===== config.mk =====
export PLATFORM = sky130hd
export DESIGN_NAME = particle_sensor_frame_receiver
export DESIGN_NICKNAME = d
export VERILOG_FILES = /design/src/hw/rtl/psfr_pkg.sv /design/src/hw/rtl/particle_sensor_frame_receiver.sv /design/src/hw/rtl/psfr_front.sv /design/src/hw/rtl/psfr_queue.sv /design/src/hw/rtl/psfr_back.sv
export SDC_FILE = /design/constraint.sdc
export NUM_CORES = 1
export LEC_CHECK = 0
export BUFFER_PORTS_ARGS = -buffer_cell sky130_fd_sc_hd__clkbuf_2
export CORE_MARGIN = 5
export CORE_UTILIZATION = 25
export DETAILED_ROUTE_END_ITERATION = 7
export RECOVER_POWER = 50
export REMOVE_ABC_BUFFERS = 1
export SETUP_SLACK_MARGIN = 0.1
export SLEW_MARGIN = 20
export SYNTH_ARGS = -nofsm -noshare
export SYNTH_HDL_FRONTEND = slang
export SYNTH_SLANG_ARGS = --single-unit

===== constraint.sdc =====
create_clock -name clk -period 10.8 [get_ports clk]
set_input_delay 0.54 -clock clk [delete_from_list [all_inputs] [get_ports clk]]
set_output_delay 0.54 -clock clk [all_outputs]
set_load 0.01 [all_outputs]

===== src/hw/rtl/psfr_pkg.sv =====
// ----------------------------------------------------------------------------
// psfr_pkg
// Shared types, codes and helper functions of the particle sensor frame
// receiver.
// ----------------------------------------------------------------------------
package psfr_pkg;

  // Item operation codes.
  localparam logic OP_BYTE = 1'b0;
  localparam logic OP_TICK = 1'b1;

  // Frame status codes.
  localparam logic [1:0] STATUS_OK      = 2'd0;
  localparam logic [1:0] STATUS_SUM_ERR = 2'd1;
  localparam logic [1:0] STATUS_CMD_ERR = 2'd2;

  // Configuration register indexes.
  localparam logic [1:0] CFG_TIMEOUT  = 2'd0;
  localparam logic [1:0] CFG_COMMAND  = 2'd1;
  localparam logic [1:0] CFG_FINE_LIM = 2'd2;
  localparam logic [1:0] CFG_COARSE_LIM = 2'd3;

  localparam logic [3:0]  FRAME_LAST  = 4'd8;
  localparam logic [13:0] MAX_DECIMAL = 14'd9999;

  // One complete frame, as handed from the front to the back.
  typedef struct packed {
    logic [10:0] sum;
    logic [7:0]  command;
    logic [15:0] coarse_word;
    logic [15:0] fine_word;
    logic [15:0] check_word;
  } frame_t;

  typedef struct packed {
    logic [3:0]  timeout_ticks;
    logic [7:0]  expected_command;
    logic [13:0] fine_limit;
    logic [13:0] coarse_limit;
  } cfg_t;

  typedef struct packed {
    logic [3:0]  digit;
    logic [13:0] rest;
  } split_t;

  // Saturate a 16-bit reading to a limit that itself never exceeds four digits.
  function automatic logic [13:0] clamp_value(input logic [15:0] v,
                                              input logic [13:0] limit);
    logic [13:0] lim;
    lim = (limit > MAX_DECIMAL) ? MAX_DECIMAL : limit;
    return (v > {2'b00, lim}) ? lim : v[13:0];
  endfunction

  // Take off one decimal digit by parallel compares against its multiples.
  function automatic split_t split_digit(input logic [13:0] v,
                                         input logic [13:0] unit);
    split_t r;
    r.digit = '0;
    r.rest  = v;
    for (int k = 1; k <= 9; k++) begin
      if (v >= 14'(k * unit)) begin
        r.digit = 4'(k);
        r.rest  = v - 14'(k * unit);
      end
    end
    return r;
  endfunction

endpackage


===== src/hw/rtl/particle_sensor_frame_receiver.sv =====
// ----------------------------------------------------------------------------
// particle_sensor_frame_receiver
// Assembles and checks nine-byte particle sensor frames from a serial byte
// stream and timer ticks, and reports the PM2.5 and PM10 readings.
// ----------------------------------------------------------------------------
// The input channel carries one item per handshake: either a received serial
// byte or a timer tick. Every ninth byte completes a frame, and only that item
// produces a result item on the output channel, carrying the frame status, the
// two saturated readings and their four-digit packed BCD forms.
// The block accepts one item every cycle while the frame queue is not full. A
// frame-completing item is written into the frame queue and then passes
// through the check, thousands-digit, hundreds-digit and output stages of the
// pipeline, whose last stage is the output register.
// When the receiver stalls, finished frames wait in the pipeline and in the
// frame queue; the input keeps accepting bytes and ticks until the queue is
// full, and only then is in_ready dropped.
// Reset (synchronous, active low) restarts the frame position, idle count and
// running sum, empties the queue and pipeline, and loads the configuration
// registers with their defaults: timeout 2 ticks, command 0x02, PM2.5 limit
// 999 and PM10 limit 1500. The user writes configuration through cfg_we,
// cfg_index and cfg_data only while the block is idle; the block does not enforce it.
// ----------------------------------------------------------------------------
module particle_sensor_frame_receiver #(
  parameter int QUEUE_DEPTH = 2
) (
  input  logic        clk,
  input  logic        rst_n,
  input  logic        cfg_we,
  input  logic [1:0]  cfg_index,
  input  logic [13:0] cfg_data,
  input  logic        in_valid,
  output logic        in_ready,
  input  logic        in_operation,
  input  logic [7:0]  in_received_byte,
  output logic        out_valid,
  input  logic        out_ready,
  output logic [1:0]  out_frame_status,
  output logic [13:0] out_fine_value,
  output logic [13:0] out_coarse_value,
  output logic [15:0] out_fine_decimal,
  output logic [15:0] out_coarse_decimal
);
  import psfr_pkg::*;

  cfg_t   cfg_r;
  logic   q_full;
  logic   push;
  frame_t push_frame;
  logic   pop;
  logic   pop_valid;
  frame_t pop_frame;

  // Configuration registers. A limit above 9999 is accepted as written; the
  // saturation logic treats it as 9999.
  always_ff @(posedge clk) begin
    if (!rst_n) begin
      cfg_r.timeout_ticks    <= 4'd2;
      cfg_r.expected_command <= 8'h02;
      cfg_r.fine_limit       <= 14'd999;
      cfg_r.coarse_limit     <= 14'd1500;
    end else if (cfg_we) begin
      unique case (cfg_index)
        CFG_TIMEOUT:    cfg_r.timeout_ticks    <= cfg_data[3:0];
        CFG_COMMAND:    cfg_r.expected_command <= cfg_data[7:0];
        CFG_FINE_LIM:   cfg_r.fine_limit       <= cfg_data;
        CFG_COARSE_LIM: cfg_r.coarse_limit     <= cfg_data;
        default:        cfg_r                  <= cfg_r;
      endcase
    end
  end

  // The front tracks position, idle time and the running checksum, and hands
  // each completed frame to the queue.
  psfr_front u_front (
    .clk              (clk),
    .rst_n            (rst_n),
    .in_valid         (in_valid),
    .in_ready         (in_ready),
    .in_operation     (in_operation),
    .in_received_byte (in_received_byte),
    .cfg_timeout      (cfg_r.timeout_ticks),
    .q_full           (q_full),
    .push             (push),
    .push_frame       (push_frame)
  );

  psfr_queue #(
    .DEPTH (QUEUE_DEPTH)
  ) u_queue (
    .clk        (clk),
    .rst_n      (rst_n),
    .push       (push),
    .push_frame (push_frame),
    .full       (q_full),
    .pop        (pop),
    .pop_valid  (pop_valid),
    .pop_frame  (pop_frame)
  );

  // The back checks the frame, saturates the readings and converts them to
  // packed BCD, then holds the result in its output register.
  psfr_back u_back (
    .clk                (clk),
    .rst_n              (rst_n),
    .cfg                (cfg_r),
    .pop_valid          (pop_valid),
    .pop_frame          (pop_frame),
    .pop                (pop),
    .out_valid          (out_valid),
    .out_ready          (out_ready),
    .out_frame_status   (out_frame_status),
    .out_fine_value     (out_fine_value),
    .out_coarse_value   (out_coarse_value),
    .out_fine_decimal   (out_fine_decimal),
    .out_coarse_decimal (out_coarse_decimal)
  );

endmodule


===== src/hw/rtl/psfr_front.sv =====
// ----------------------------------------------------------------------------
// psfr_front
// Accepts bytes and ticks, tracks the frame position, idle timeout and
// running sum, and pushes each completed frame into the queue.
// ----------------------------------------------------------------------------
module psfr_front (
  input  logic             clk,
  input  logic             rst_n,
  input  logic             in_valid,
  output logic             in_ready,
  input  logic             in_operation,
  input  logic [7:0]       in_received_byte,
  input  logic [3:0]       cfg_timeout,
  input  logic             q_full,
  output logic             push,
  output psfr_pkg::frame_t push_frame
);
  import psfr_pkg::*;

  logic [3:0]  pos_r, pos_nxt;
  logic [3:0]  idle_r, idle_nxt;
  logic [10:0] sum_r, sum_nxt;
  logic [7:0]  store_r [1:7];

  logic        accept;
  logic [10:0] sum_base;
  logic [7:0]  addend;
  logic [10:0] sum_new;

  assign in_ready = !q_full;
  assign accept   = in_valid && in_ready;

  assign sum_base = (pos_r == '0) ? '0 : sum_r;
  assign addend   = (pos_r <= 4'd5 || pos_r == FRAME_LAST) ? in_received_byte : '0;
  assign sum_new  = sum_base + {3'b000, addend};

  assign push_frame.sum         = sum_new;
  assign push_frame.command     = store_r[1];
  assign push_frame.coarse_word = {store_r[2], store_r[3]};
  assign push_frame.fine_word   = {store_r[4], store_r[5]};
  assign push_frame.check_word  = {store_r[6], store_r[7]};

  always_comb begin
    pos_nxt  = pos_r;
    idle_nxt = idle_r;
    sum_nxt  = sum_r;
    push     = 1'b0;
    if (accept) begin
      if (in_operation == OP_TICK) begin
        if (idle_r >= cfg_timeout) begin
          pos_nxt  = '0;
          idle_nxt = '0;
          sum_nxt  = '0;
        end else begin
          idle_nxt = idle_r + 4'd1;
        end
      end else begin
        idle_nxt = '0;
        if (pos_r == FRAME_LAST) begin
          push    = 1'b1;
          pos_nxt = '0;
          sum_nxt = '0;
        end else begin
          pos_nxt = pos_r + 4'd1;
          sum_nxt = sum_new;
        end
      end
    end
  end

  always_ff @(posedge clk) begin
    if (!rst_n) begin
      pos_r  <= '0;
      idle_r <= '0;
      sum_r  <= '0;
    end else begin
      pos_r  <= pos_nxt;
      idle_r <= idle_nxt;
      sum_r  <= sum_nxt;
    end
  end

  // Bytes 0 and 8 only feed the sum, so only slots 1 to 7 are kept.
  always_ff @(posedge clk) begin
    if (accept && in_operation == OP_BYTE) begin
      for (int i = 1; i <= 7; i++) begin
        if (pos_r == 4'(i)) begin
          store_r[i] <= in_received_byte;
        end
      end
    end
  end

  a_pos_in_range: assert property (@(posedge clk) disable iff (!rst_n)
    pos_r <= FRAME_LAST)
    else $error("frame position ran past the last byte");

  a_push_restarts: assert property (@(posedge clk) disable iff (!rst_n)
    push |=> (pos_r == '0 && sum_r == '0))
    else $error("frame did not restart after completion");

  a_timeout_drops: assert property (@(posedge clk) disable iff (!rst_n)
    (accept && in_operation == OP_TICK && idle_r >= cfg_timeout)
      |=> (pos_r == '0 && idle_r == '0))
    else $error("timeout did not drop the partial frame");

  a_byte_clears_idle: assert property (@(posedge clk) disable iff (!rst_n)
    (accept && in_operation == OP_BYTE) |=> idle_r == '0)
    else $error("idle count not cleared by a byte");

endmodule


===== src/hw/rtl/psfr_queue.sv =====
// ----------------------------------------------------------------------------
// psfr_queue
// Small first-in first-out queue of completed frames between front and back.
// ----------------------------------------------------------------------------
module psfr_queue #(
  parameter int DEPTH = 2
) (
  input  logic             clk,
  input  logic             rst_n,
  input  logic             push,
  input  psfr_pkg::frame_t push_frame,
  output logic             full,
  input  logic             pop,
  output logic             pop_valid,
  output psfr_pkg::frame_t pop_frame
);
  import psfr_pkg::*;

  localparam int AW = (DEPTH > 1) ? $clog2(DEPTH) : 1;
  localparam int CW = $clog2(DEPTH + 1);

  frame_t          mem_r [DEPTH];
  logic [AW-1:0]   wr_r, rd_r;
  logic [CW-1:0]   cnt_r;
  logic            do_push, do_pop;

  assign full      = (cnt_r == CW'(DEPTH));
  assign pop_valid = (cnt_r != '0);
  assign pop_frame = mem_r[rd_r];
  assign do_push   = push && !full;
  assign do_pop    = pop && pop_valid;

  always_ff @(posedge clk) begin
    if (do_push) begin
      mem_r[wr_r] <= push_frame;
    end
  end

  always_ff @(posedge clk) begin
    if (!rst_n) begin
      wr_r  <= '0;
      rd_r  <= '0;
      cnt_r <= '0;
    end else begin
      if (do_push) begin
        wr_r <= (wr_r == AW'(DEPTH - 1)) ? '0 : wr_r + AW'(1);
      end
      if (do_pop) begin
        rd_r <= (rd_r == AW'(DEPTH - 1)) ? '0 : rd_r + AW'(1);
      end
      if (do_push && !do_pop) begin
        cnt_r <= cnt_r + CW'(1);
      end else if (do_pop && !do_push) begin
        cnt_r <= cnt_r - CW'(1);
      end
    end
  end

endmodule


===== src/hw/rtl/psfr_back.sv =====
// ----------------------------------------------------------------------------
// psfr_back
// Checks each frame, saturates the readings and splits them into packed BCD
// over a four-stage pipeline whose last stage is the output register.
// ----------------------------------------------------------------------------
module psfr_back (
  input  logic             clk,
  input  logic             rst_n,
  input  psfr_pkg::cfg_t   cfg,
  input  logic             pop_valid,
  input  psfr_pkg::frame_t pop_frame,
  output logic             pop,
  output logic             out_valid,
  input  logic             out_ready,
  output logic [1:0]       out_frame_status,
  output logic [13:0]      out_fine_value,
  output logic [13:0]      out_coarse_value,
  output logic [15:0]      out_fine_decimal,
  output logic [15:0]      out_coarse_decimal
);
  import psfr_pkg::*;

  // Stage 0: check and saturate.
  logic        v0_r;
  logic [1:0]  st0_r;
  logic [13:0] fv0_r, cv0_r;
  // Stage 1: thousands digit.
  logic        v1_r;
  logic [1:0]  st1_r;
  logic [13:0] fv1_r, cv1_r;
  logic [3:0]  fth1_r, cth1_r;
  logic [9:0]  frest1_r, crest1_r;
  // Stage 2: hundreds digit.
  logic        v2_r;
  logic [1:0]  st2_r;
  logic [13:0] fv2_r, cv2_r;
  logic [3:0]  fth2_r, cth2_r, fhu2_r, chu2_r;
  logic [6:0]  frest2_r, crest2_r;
  // Stage 3: output register.
  logic        v3_r;
  logic [1:0]  st3_r;
  logic [13:0] fv3_r, cv3_r;
  logic [15:0] fdec3_r, cdec3_r;

  logic        adv0, adv1, adv2, adv3;
  logic [1:0]  st_calc;
  logic [13:0] fv_calc, cv_calc;
  split_t      fsp1, csp1, fsp2, csp2, fsp3, csp3;

  assign adv3 = !v3_r || out_ready;
  assign adv2 = !v2_r || adv3;
  assign adv1 = !v1_r || adv2;
  assign adv0 = !v0_r || adv1;
  assign pop  = pop_valid && adv0;

  // The checksum is tested first, so a frame failing both reports a sum error.
  always_comb begin
    st_calc = STATUS_OK;
    fv_calc = '0;
    cv_calc = '0;
    if ({5'b00000, pop_frame.sum} != pop_frame.check_word) begin
      st_calc = STATUS_SUM_ERR;
    end else if (pop_frame.command != cfg.expected_command) begin
      st_calc = STATUS_CMD_ERR;
    end else begin
      fv_calc = clamp_value(pop_frame.fine_word, cfg.fine_limit);
      cv_calc = clamp_value(pop_frame.coarse_word, cfg.coarse_limit);
    end
  end

  assign fsp1 = split_digit(fv0_r, 14'd1000);
  assign csp1 = split_digit(cv0_r, 14'd1000);
  assign fsp2 = split_digit({4'b0000, frest1_r}, 14'd100);
  assign csp2 = split_digit({4'b0000, crest1_r}, 14'd100);
  assign fsp3 = split_digit({7'b0000000, frest2_r}, 14'd10);
  assign csp3 = split_digit({7'b0000000, crest2_r}, 14'd10);

  always_ff @(posedge clk) begin
    if (!rst_n) begin
      v0_r <= 1'b0;
      v1_r <= 1'b0;
      v2_r <= 1'b0;
      v3_r <= 1'b0;
    end else begin
      if (adv0) v0_r <= pop_valid;
      if (adv1) v1_r <= v0_r;
      if (adv2) v2_r <= v1_r;
      if (adv3) v3_r <= v2_r;
    end
  end

  always_ff @(posedge clk) begin
    if (adv0) begin
      st0_r <= st_calc;
      fv0_r <= fv_calc;
      cv0_r <= cv_calc;
    end
    if (adv1) begin
      st1_r    <= st0_r;
      fv1_r    <= fv0_r;
      cv1_r    <= cv0_r;
      fth1_r   <= fsp1.digit;
      cth1_r   <= csp1.digit;
      frest1_r <= fsp1.rest[9:0];
      crest1_r <= csp1.rest[9:0];
    end
    if (adv2) begin
      st2_r    <= st1_r;
      fv2_r    <= fv1_r;
      cv2_r    <= cv1_r;
      fth2_r   <= fth1_r;
      cth2_r   <= cth1_r;
      fhu2_r   <= fsp2.digit;
      chu2_r   <= csp2.digit;
      frest2_r <= fsp2.rest[6:0];
      crest2_r <= csp2.rest[6:0];
    end
    if (adv3) begin
      st3_r   <= st2_r;
      fv3_r   <= fv2_r;
      cv3_r   <= cv2_r;
      fdec3_r <= {fth2_r, fhu2_r, fsp3.digit, fsp3.rest[3:0]};
      cdec3_r <= {cth2_r, chu2_r, csp3.digit, csp3.rest[3:0]};
    end
  end

  assign out_valid          = v3_r;
  assign out_frame_status   = st3_r;
  assign out_fine_value     = fv3_r;
  assign out_coarse_value   = cv3_r;
  assign out_fine_decimal   = fdec3_r;
  assign out_coarse_decimal = cdec3_r;

  a_error_zeroes: assert property (@(posedge clk) disable iff (!rst_n)
    (out_valid && out_frame_status != STATUS_OK)
      |-> (out_fine_value == '0 && out_coarse_value == '0 &&
           out_fine_decimal == '0 && out_coarse_decimal == '0))
    else $error("failed frame carries nonzero readings");

  a_status_code: assert property (@(posedge clk) disable iff (!rst_n)
    out_valid |-> (out_frame_status == STATUS_OK ||
                   out_frame_status == STATUS_SUM_ERR ||
                   out_frame_status == STATUS_CMD_ERR))
    else $error("unknown frame status");

  a_four_digits: assert property (@(posedge clk) disable iff (!rst_n)
    out_valid |-> (out_fine_value <= MAX_DECIMAL && out_coarse_value <= MAX_DECIMAL))
    else $error("reading exceeds four decimal digits");

  a_bcd_digits: assert property (@(posedge clk) disable iff (!rst_n)
    out_valid |-> (out_fine_decimal[15:12] <= 4'd9 && out_fine_decimal[11:8] <= 4'd9 &&
                   out_fine_decimal[7:4] <= 4'd9 && out_fine_decimal[3:0] <= 4'd9 &&
                   out_coarse_decimal[15:12] <= 4'd9 &&
                   out_coarse_decimal[11:8] <= 4'd9 &&
                   out_coarse_decimal[7:4] <= 4'd9 && out_coarse_decimal[3:0] <= 4'd9))
    else $error("packed BCD digit above nine");

endmodule

Word level (Yosys, flattened, before mapping)
Memory sizes are Yosys's and may differ from the RTL's. A register that Yosys moved wholly into a read port is not among the register bits.
Index checks and enable logic that the tools add are counted.
{"block": "classes", "n_addsub": 61, "muxes": 119, "n_reduce_logical": 41, "bitwise": 1, "n_lt_le_gt_ge": 60, "eq_ne": 15}
{"operator": "$mux 17", "n": 24}
{"operator": "$mux 16", "n": 12}
{"operator": "$mux 15", "n": 12}
{"operator": "$ge 14x13->1 const B", "n": 8}
{"operator": "$sub 14x13->14 const B", "n": 8}
{"operator": "$ge 10x10->1 const B", "n": 8}
{"operator": "$sub 10x10->11 const B", "n": 6}
{"operator": "$sub 10x9->11 const B", "n": 6}
{"operator": "$ge 10x9->1 const B", "n": 6}
{"operator": "$ge 14x12->1 const B", "n": 4}
{"operator": "$mux 14", "n": 4}
{"operator": "$mux 8", "n": 7}
{"operator": "$sub 14x12->14 const B", "n": 4}
{"operator": "$reduce_or 8->1", "n": 6}
{"operator": "$sub 7x6->8 const B", "n": 6}
{"operator": "$mux 11", "n": 4}
{"operator": "$ge 7x6->1 const B", "n": 6}
{"operator": "$ge 7x7->1 const B", "n": 6}
{"operator": "$mux 1", "n": 36}
{"operator": "$gt 16x14->1", "n": 2}
{"operator": "$sub 7x5->8 const B", "n": 4}
{"operator": "$sub 7x7->8 const B", "n": 4}
{"operator": "$ge 14x10->1 const B", "n": 2}
{"operator": "$ge 14x11->1 const B", "n": 2}
{"operator": "other kinds (44)", "n": 110}
{"block": "word_totals", "input_bits": 30, "ram_bits": 190, "mem_count": 2, "ff_bits": 277, "word_cells": 345}
{"memory": "u_queue.mem_r", "words": 2, "word_bits": 67, "read_ports": 1, "rd_clocked_by_memory_dff": 1, "write_ports": 1, "line": "psfr_queue.sv:22", "rtl": "frame_t mem_r [DEPTH];"}
{"memory": "u_front.store_r", "words": 7, "word_bits": 8, "read_ports": 7, "rd_clocked_by_memory_dff": 0, "write_ports": 1, "line": "psfr_front.sv:23", "rtl": "logic [7:0] store_r [1:7];"}

Depth between registers and ports, before layout
Gate-level depths: netlist of run 1.
{"block": "logic_depth", "ltp_word": 13, "depth_mapped": 16, "depth_no_buf": 16}

By module
From an unflattened synthesis of run 1, not the netlist that was laid out.
{"block": "hier_totals", "cells_unflattened": 1984, "area_unflattened_um2": 23412.5}
{"module": "psfr_back", "n_inst": 1, "cells_per_inst": 1358, "seq_area_each_um2": 6025.8, "area_each_um2": 13530.5}
{"module": "psfr_queue", "n_inst": 1, "cells_per_inst": 233, "seq_area_each_um2": 4124.0, "area_each_um2": 5071.1}
{"module": "psfr_front", "n_inst": 1, "cells_per_inst": 229, "seq_area_each_um2": 2062.0, "area_each_um2": 3186.8}
{"module": "particle_sensor_frame_receiver", "n_inst": 1, "cells_per_inst": 164, "seq_area_each_um2": 800.8, "area_each_um2": 1624.1}

Least setup slack after synthesis of run 1
OpenSTA, ideal clock, no wires.
{"block": "synth_path", "path_kind": "flip-flop to flip-flop", "start": "register u_queue.cnt_r[0]", "end": "memory u_queue.mem_r[0][0] (netlist name), enable pin", "period_less_slack_ps": 7949, "t_arrival_ps": 7281, "path_slack_ps": 2851, "setup_time_ps": 668, "t_required_ps": 10132, "stages_incl_launch_ff": 4, "n_path_buf": 0, "path_cell_list": "dfxtp_1 -> nand2b_1 -> nand2_1 -> nor4_1"}
{"block": "synth_via", "elab_chain_cells": 7}
{"element": "from (decl)", "line": "psfr_queue.sv:24", "rtl": "logic [CW-1:0] cnt_r;"}
{"element": "from (signal assigned)", "line": "psfr_queue.sv:52", "rtl": "cnt_r <= cnt_r + CW'(1);"}
{"element": "from (signal assigned)", "line": "psfr_queue.sv:54", "rtl": "cnt_r <= cnt_r - CW'(1);"}
{"element": "$eq 2x2->1 (*)", "line": "psfr_queue.sv:27", "rtl": "assign full = (cnt_r == CW'(DEPTH));"}
{"element": "$logic_not 1->1 (*)", "line": "psfr_front.sv:30", "rtl": "assign in_ready = !q_full;"}
{"element": "net in_ready", "line": "particle_sensor_frame_receiver.sv:32", "rtl": "output logic in_ready,"}
{"element": "$logic_and 1x1->1", "line": "psfr_front.sv:31", "rtl": "assign accept = in_valid && in_ready;"}
{"element": "$mux 1", "line": "psfr_front.sv:48", "rtl": "if (accept) begin"}
{"element": "$logic_and 1x1->1 (*)", "line": "psfr_queue.sv:30", "rtl": "assign do_push = push && !full;"}
{"element": "$mux 1 (*)", "line": "psfr_queue.sv:34", "rtl": "if (do_push) begin"}
{"element": "$mux 1 (implied by the code) (*)", "line": "psfr_queue.sv:35", "rtl": "mem_r[wr_r] <= push_frame;"}
{"element": "to (decl)", "line": "psfr_queue.sv:22"}
The timed path passes the listed nets; every way through them passes the cells marked *.

==> results of run 1 <==
==> flip-flops by register name (all words and copies together) (netlist names), 7 cells and up, named ones only <==
| register | cells |
|---|---|
| u_back.out_coarse_decimal | 16 |
| u_back.cv2_r | 12 |
| cfg_r | 40 |
| u_back.cv0_r | 14 |
| u_back.frest2_r | 7 |
| u_back.fv1_r | 11 |
| u_back.crest2_r | 7 |
| u_back.crest1_r | 10 |
| u_back.fv2_r | 12 |
| u_back.out_coarse_value | 13 |
| u_back.out_fine_decimal | 16 |
| u_back.fv0_r | 14 |
| u_back.frest1_r | 10 |
| u_front.sum_r | 11 |
| u_back.out_fine_value | 13 |
| u_queue.mem_r | 134 |
| u_front.store_r | 56 |
| u_back.cv1_r | 11 |
==> metrics by stage <==
step / utilization (%) / instances / setup WS, ns / total power, W
finish: 28.55 / 3284 / 7.048 / 0.003819
global route: 28.54 / 3282 / 6.773 / 0.003968
CTS: 28.64 / 3281 / 7.082 / 0.003865
detailed placement: 26.98 / 3200 / 7.119 / 0.002253
global placement: 26.98 / 3200 / 7.062 / 0.002252
floorplan: - / 1906 / 2.851 / 0.002157
==> synthesized netlist by cell type, types with 14 or more instances <==
cell type,number
or3_1,15
nand4_1,17
a31oi_1,23
and3_1,14
nand3_1,60
o21ai_0,93
nor2b_1,37
mux2_2,29
a21oi_1,135
and2_1,28
a211oi_1,17
inv_1,72
nor4_1,14
edfxtp_1,388
nor2_1,129
nand2b_1,15
xnor2_1,59
a21boi_0,21
or2_2,18
ha_1,135
xor2_1,15
o21a_1,16
a21o_1,24
dfxtp_1,68
mux2i_1,25
clkbuf_1,69
nand2_1,200
nor3_1,31
==> path summary, 6_finish.rpt <==
check | from | endpoint | slack, ns | cells past startpoint
worst min register to register | u_back.cv2_r[12]$_DFFE_PP_ | u_back.out_coarse_value[12]$_DFFE_PP_ | 0.41 | 0
worst max register to register | u_back.cv0_r[6]$_SDFFCE_PP0N_ | u_back.crest1_r[9]$_DFFE_PP_ | 7.05 | 10
worst min-delay path | cfg_data[11] | cfg_r[25]$_SDFFE_PN0P_ | 0.25 | 3
worst max-delay path | u_back.cv0_r[6]$_SDFFCE_PP0N_ | u_back.crest1_r[9]$_DFFE_PP_ | 7.05 | 10
==> layout by cell type (no fill, tap or decap), drive strengths merged, types with 59 or more instances in the layout <==
cell type,netlist,routed
a21oi,136,136
clkbuf,70,151
dfxtp,68,68
edfxtp,388,388
ha,135,135
inv,73,76
nand2,201,201
nand3,60,60
nor2,129,129
o21ai,97,97
xnor2,59,59
==> cell families (layout without fill, tap and decap cells) <==
group	count (synthesis)	count (layout)	share of synthesized area, %
mux	54	54	2.514
fa+ha+maj	136	136	7.448
compound gates	503	503	14.95
simple gates	608	608	12.76
other cells	0	2	0
xor+xnor	74	74	2.824
flops	456	456	56.71
buf+inv	162	265	2.803
==> power groups by stage <==
stage	combinational (W)	clock [W]	sequential, W
detailed placement	0.000264	0	0.00199
CTS	0.000267	0.00165	0.00195
floorplan	0.000164	0	0.00199
global placement	0.000263	0	0.00199
finish	0.000263	0.00161	0.00195
global route	0.000289	0.00172	0.00195
==> layout make-up <==
class                           instances  share of cell area (%)
Sequential cell                       456                   49.88
Antenna cell                            2                 0.01918
Clock inverter                         25                   1.103
Tap cell                             1186                   5.688
Inverter                               75                   1.079
Multi-Input combinational cell       1375                   35.65
Clock buffer                           56                   4.715
Timing Repair Buffer                  109                   1.856
==> layer usage <==
metal	vias to the layer above	part of all wire, %
met5	-	0
met4	0	1.1
met3	54	6.9
met2	543	42
met1	7450	50
li1	7595	-
==> tightest hold or removal path: stages <==
cell	delay [ns]
clkbuf_2	0.10
nand2_1	0.05
a21boi_0	0.06
==> results.py, run 1 <==
metrics = {
    "critical_path": {
        "crit_chain": "inv_1 > ha_1 > or3b_2 > or4_1 > nand2_1 > nor3_1 > nor2_1 > nor2_1 > a2111oi_0 > o31a_1",
        "cp-end-kind": "flop",
        "crit_required_ns": 11.23,
        "cpMaxStageDelayCell": "edfxtp_1",
        "worstSetupStartpointType": "flop",
        "crit_fanout": 13,
        "slowest_delay_ns": 0.63,
        "worst-path-buf-inv": 1,
        "critical-path-top-delay-family": "simple AND/OR/NAND/NOR gates",
        "path_common_cell": "nor2_1",
        "crit_type": "flop to flop",
        "arrival_ns": 4.18,
    },
    "die": {
        "core_area_um2": 91390,
        "start_util_pct": 25.11,
        "num_io_pins": 94,
        "fp.dieH_um": 313.0,
        "num_rows": 111,
        "die_x_um": 313.0,
        "die-area_um2": 97950,
    },
    "cts": {
        "cts_hold_repair.buffers": 0,
        "cts_setup_buffers": 0,
        "clk_latency_ns": 0.56,
        "cts_tree": "built",
        "cts_buffers": 44,
        "post_cts_resized": 0,
        "cts.reportedPaths.clkPinSlew_ns": 0.07,
        "htree_num_levels": 2,
        "clockRootBuffer": "clkbuf_16",
        "clkSinkCount": 456,
        "cts_buffer_depth": 3,
    },
    "grt": {
        "busiest_layer": "met1",
        "grt_pass1_vias": 14620,
        "grt_pass1_wl_mm": 84.74,
        "grt_util_met1_pct": 16.28,
        "track_usage_pct": 10.55,
        "grtUsageMet3_pct": 2.122,
        "grt_max_degree": 68,
        "met2_usage_pct": 15.51,
        "antenna_found_initial": 2,
        "grt_overflow": 0,
    },
    "placed_design": {
        "place.gp.congestion": 0.8798,
        "dp_hpwl_mm": 37.47,
        "placed_area_um2": 24660,
        "io_buffers": 93,
    },
    "final_layout": {
        "regArea_um2": 13010,
        "drive_gt1_share_pct": 9.017,
        "num-nets-final": 2227,
        "final_cell_area_um2": 26090,
        "nFillCells": 9409,
        "syn2layout_area_growth_pct": 13.69,
        "multi_input_area_um2": 9301,
    },
    "sta": {
        "setup-tns-final_ns": 0,
        "hold_slack_ns": 0.2521,
        "final-hold-violation-count": 0,
        "rsz0062_at_grt": "false",
        "setup_viol": 0,
        "timing.fmax_mhz": 266.6,
        "relSlewSlack_pct": -112.3,
        "fin_crit_ns": 3.752,
        "skew_ns": 0.01510,
        "tightestPinTransition_ns": 3.185,
        "drv_slew": 118,
        "period_share_pct": 34.74,
    },
    "synth": {
        "synthesis.area_um2": 22950,
        "avgSynthCellArea_um2": 11.51,
        "synth_warnings": 0,
        "synthCells": 1993,
        "netlist.area_leader.share_pct": 50.77,
        "post_synth_num_cell_types": 93,
        "synth.area.top_cells": "edfxtp_1 51%, ha_1 7.4%, dfxtp_1 5.9%",
        "synth_edf_count": 388,
        "yosysTopAreaCell": "edfxtp_1",
        "yosys_register_bits": 456,
        "yosys_most_used_dff": "edfxtp_1",
        "async_flop_share_pct": 0,
        "yosysSeqAreaShare_pct": 56.71,
    },
    "run_status": {
        "failed_checks": "capacitance limit, slew limit",
        "status": "complete, but fails checks",
    },
    "pwr": {
        "powerDensity_nw_per_um2": 146.4,
        "seqPwrFrac_pct": 51.1,
        "p_sw_w": 0.0008714,
        "p_int_w": 0.002947,
        "clockPowerShare_pct": 42.0,
        "switching_share_pct": 22.82,
        "vdd_drop_max_mv": 0.09779,
        "power.leakage_nw": 9.550,
        "combPwrFrac_pct": 6.9,
    },
    "run": {
        "cap_violations": 2,
    },
    "worst_hold_path": {
        "worstHoldPathType": "input pin to flop",
    },
    "detailed_routing": {
        "vias": 15640,
        "routedWlPerCell_um": 16.53,
        "drc": 0,
        "ant_nets": 0,
        "routed_wirelength_mm": 54.29,
        "dr.pass1.iters": 5,
        "viasPerCell": 4.763,
        "first_iter_violations": 1346,
    },
}
Power figures use the tool's default switching activity.
==> run 2: changes to the inputs <==
clock period = 3.3 ns   (was 10.8 ns; I/O delays follow)
==> run 2 against run 1 <==
Effect of this change:
- sequential share of layout area is 1.4 points lower
- critical endpoint is now u_back.frest1_r[6]$_DFFE_PP_
- critical path depth did not move
- final cell count rose by 2.9%
- the run still ends with capacitance limit, slew limit left
- largest power group unchanged
==> results.py, run 2 (same netlist as run 1, synthesis figures left out) <==
metrics = {
    "run_status": {
        "status": "complete, but fails checks",
        "failed_checks": "capacitance limit, slew limit",
    },
    "grt": {
        "grt_overflow": 0,
        "grt_pass1_wl_mm": 84.52,
        "antenna_found_initial": 0,
        "grt_pass1_vias": 15010,
        "grt_max_degree": 69,
        "track_usage_pct": 10.47,
    },
    "detailed_routing": {
        "viasPerCell": 4.772,
        "ant_nets": 0,
        "routed_wirelength_mm": 54.20,
        "routedWlPerCell_um": 16.04,
        "drc": 0,
        "vias": 16120,
        "dr.pass1.iters": 6,
        "first_iter_violations": 1389,
    },
    "final_layout": {
        "top_register": "u_queue.mem_r",
        "syn2layout_area_growth_pct": 16.92,
        "largest_register_ffs": 134,
        "drive_gt1_share_pct": 11.95,
        "mostFrequentLayoutCells": "388 x edfxtp_1, 200 x nand2_1, 135 x ha_1",
        "reg.largest.list": "u_queue.mem_r: 134 flops, u_front.store_r: 56 flops, cfg_r: 40 flops",
        "final_common_cell": "edfxtp_1",
        "num-nets-final": 2325,
        "diodes": 0,
    },
    "critical_path": {
        "rrSetupSlack_ns": 0.21,
        "slowest_delay_ns": 0.47,
        "r2r_cells": 10,
        "crit_start": "u_back.fv0_r[6]$_SDFFCE_PP0N_",
        "cp-end-kind": "flop",
        "timing.rr.start": "u_back.fv0_r[6]$_SDFFCE_PP0N_",
        "crit_required_ns": 3.58,
        "crit_type": "flop to flop",
        "cp-endpoint": "u_back.frest1_r[6]$_DFFE_PP_",
        "cpMaxStageDelayCell": "clkbuf_1",
        "crit_chain": "clkbuf_1 > ha_1 > nand2_1 > o31ai_1 > a41oi_1 > buf_4 > o21ai_0 > mux2i_1 > o2111a_1 > a2bb2oi_1",
        "worstSetupStartpointType": "flop",
        "worstReg2RegEnd": "u_back.frest1_r[6]$_DFFE_PP_",
        "crit_fanout": 10,
        "arrival_ns": 3.37,
    },
    "pwr": {
        "power.leakage_nw": 9.959,
        "p_sw_w": 0.002679,
        "seqPwrFrac_pct": 52.0,
        "vdd_drop_max_mv": 0.3593,
        "switching_share_pct": 21.83,
        "powerDensity_nw_per_um2": 457.6,
        "p_int_w": 0.009597,
        "combPwrFrac_pct": 7.4,
        "clockPowerShare_pct": 40.5,
    },
    "die": {
        "core_area_um2": 91390,
        "start_util_pct": 25.11,
        "num_io_pins": 94,
        "die_x_um": 313.0,
        "num_rows": 111,
        "die-area_um2": 97950,
        "fp.dieH_um": 313.0,
    },
    "sta": {
        "fin_crit_ns": 3.089,
        "drv_slew": 31,
        "tightestPinTransition_ns": 1.505,
        "relSlewSlack_pct": -0.3065,
        "hold_slack_ns": 0.1166,
        "period_share_pct": 93.59,
        "skew_ns": 0.01358,
        "final-hold-violation-count": 0,
        "timing.fmax_mhz": 323.8,
        "setup_viol": 0,
        "rsz0062_at_grt": "false",
        "setup-tns-final_ns": 0,
    },
    "cts": {
        "clkSinkCount": 456,
        "clk_latency_ns": 0.55,
        "cts_buffers": 43,
        "cts.reportedPaths.clkPinSlew_ns": 0.06,
        "cts_buffer_depth": 3,
        "cts_tree": "built",
        "clockRootBuffer": "clkbuf_16",
        "htree_num_levels": 2,
    },
    "placed_design": {
        "io_buffers": 93,
        "dp_hpwl_mm": 38.92,
        "place.gp.congestion": 0.9008,
    },
    "worst_hold_path": {
        "worstHoldPathType": "input pin to flop",
        "hold_depth": 4,
    },
    "run": {
        "cap_violations": 1,
    },
}
## run 2: changes by cell type in the layout (fill, tap and decap cells not counted), sizes merged, moves of 2 or more
| cell | previous run | this run |
|---|---|---|
| buf | 14 | 81 |
| clkbuf | 151 | 168 |
| clkinv | 15 | 13 |
| clkinvlp | 5 | 3 |
| diode | 2 | 0 |
| dlygate4sd3 | 0 | 16 |
## run 2: worst min-delay path by stage
| stage | startpoint | end |
|---|---|---|
| floorplan | rst_n | cfg_r[29]$_SDFFE_PN1P_ |
| CTS | in_received_byte[1] | u_front.store_r[6][1]$_DFFE_PP_ |
| detailed placement | u_back.cv1_r[10]$_DFFE_PP_ | u_back.cv2_r[10]$_DFFE_PP_ |
| finish | out_ready | u_back.out_valid$_SDFFE_PN0P_ |
| global route | out_ready | u_back.out_valid$_SDFFE_PN0P_ |
| global placement | u_back.cth2_r[0]$_DFFE_PP_ | u_back.out_coarse_decimal[12]$_DFFE_PP_ |
## run 2: per-layer routing
metal,global-route usage (%),share of wire [%]
met5,0,0
met4,1.895,1.5
met3,1.845,6.6
met2,15.59,43
met1,16.07,49
## run 2: metrics by stage
step	instance area [um^2]	std cells	utilization, %	setup WS, ns	total power (W)
after floorplan	22590	1906	-	-4.649	0.007058
after global placement	25300	3281	27.69	0.1152	0.007390
after detailed placement	25300	3281	27.69	0.1230	0.007394
after CTS	26890	3375	29.42	0.1331	0.01239
after global routing	26830	3378	29.36	0.04847	0.01275
final	26830	3378	29.36	0.2115	0.01228
## run 2: power by group through the flow
stage	combinational, W	clock (W)	sequential [W]
global route	0.00101	0.00534	0.00640
detailed placement	0.000882	0	0.00651
floorplan	0.000537	0	0.00652
CTS	0.000905	0.00510	0.00639
global placement	0.000879	0	0.00651
finish	0.000910	0.00498	0.00639
## run 2: critical path: cells and delay by family (launching register included)
kind | cells | cell delay, ns
AOI/OAI and AO/OA | 5 | 1.17
buffers and inverters | 2 | 0.72
DFF | 1 | 0.38
adders and majority gates | 1 | 0.35
muxes | 1 | 0.11
and+or+nand+nor | 1 | 0.08
## run 2: layout make-up
cell class	instances	area [um^2]
fillers	9396	64560
flip-flops and latches	456	13020
multi-input cells	1375	9376
well taps	1186	1484
repair buffers	208	1255
clock buffers	57	1179
inverters	75	281.5
clock inverters	21	237.7
## run 2: repair_timing
item                                    4_1_cts  5_1_grt
cloned                                        0        1
pin swaps                                     0        6
endpoints found under the setup margin        2       39
hold endpoints to repair                     33        0
hold buffers                                 16        0
setup buffers                                 0        2
resized for setup                             1       24
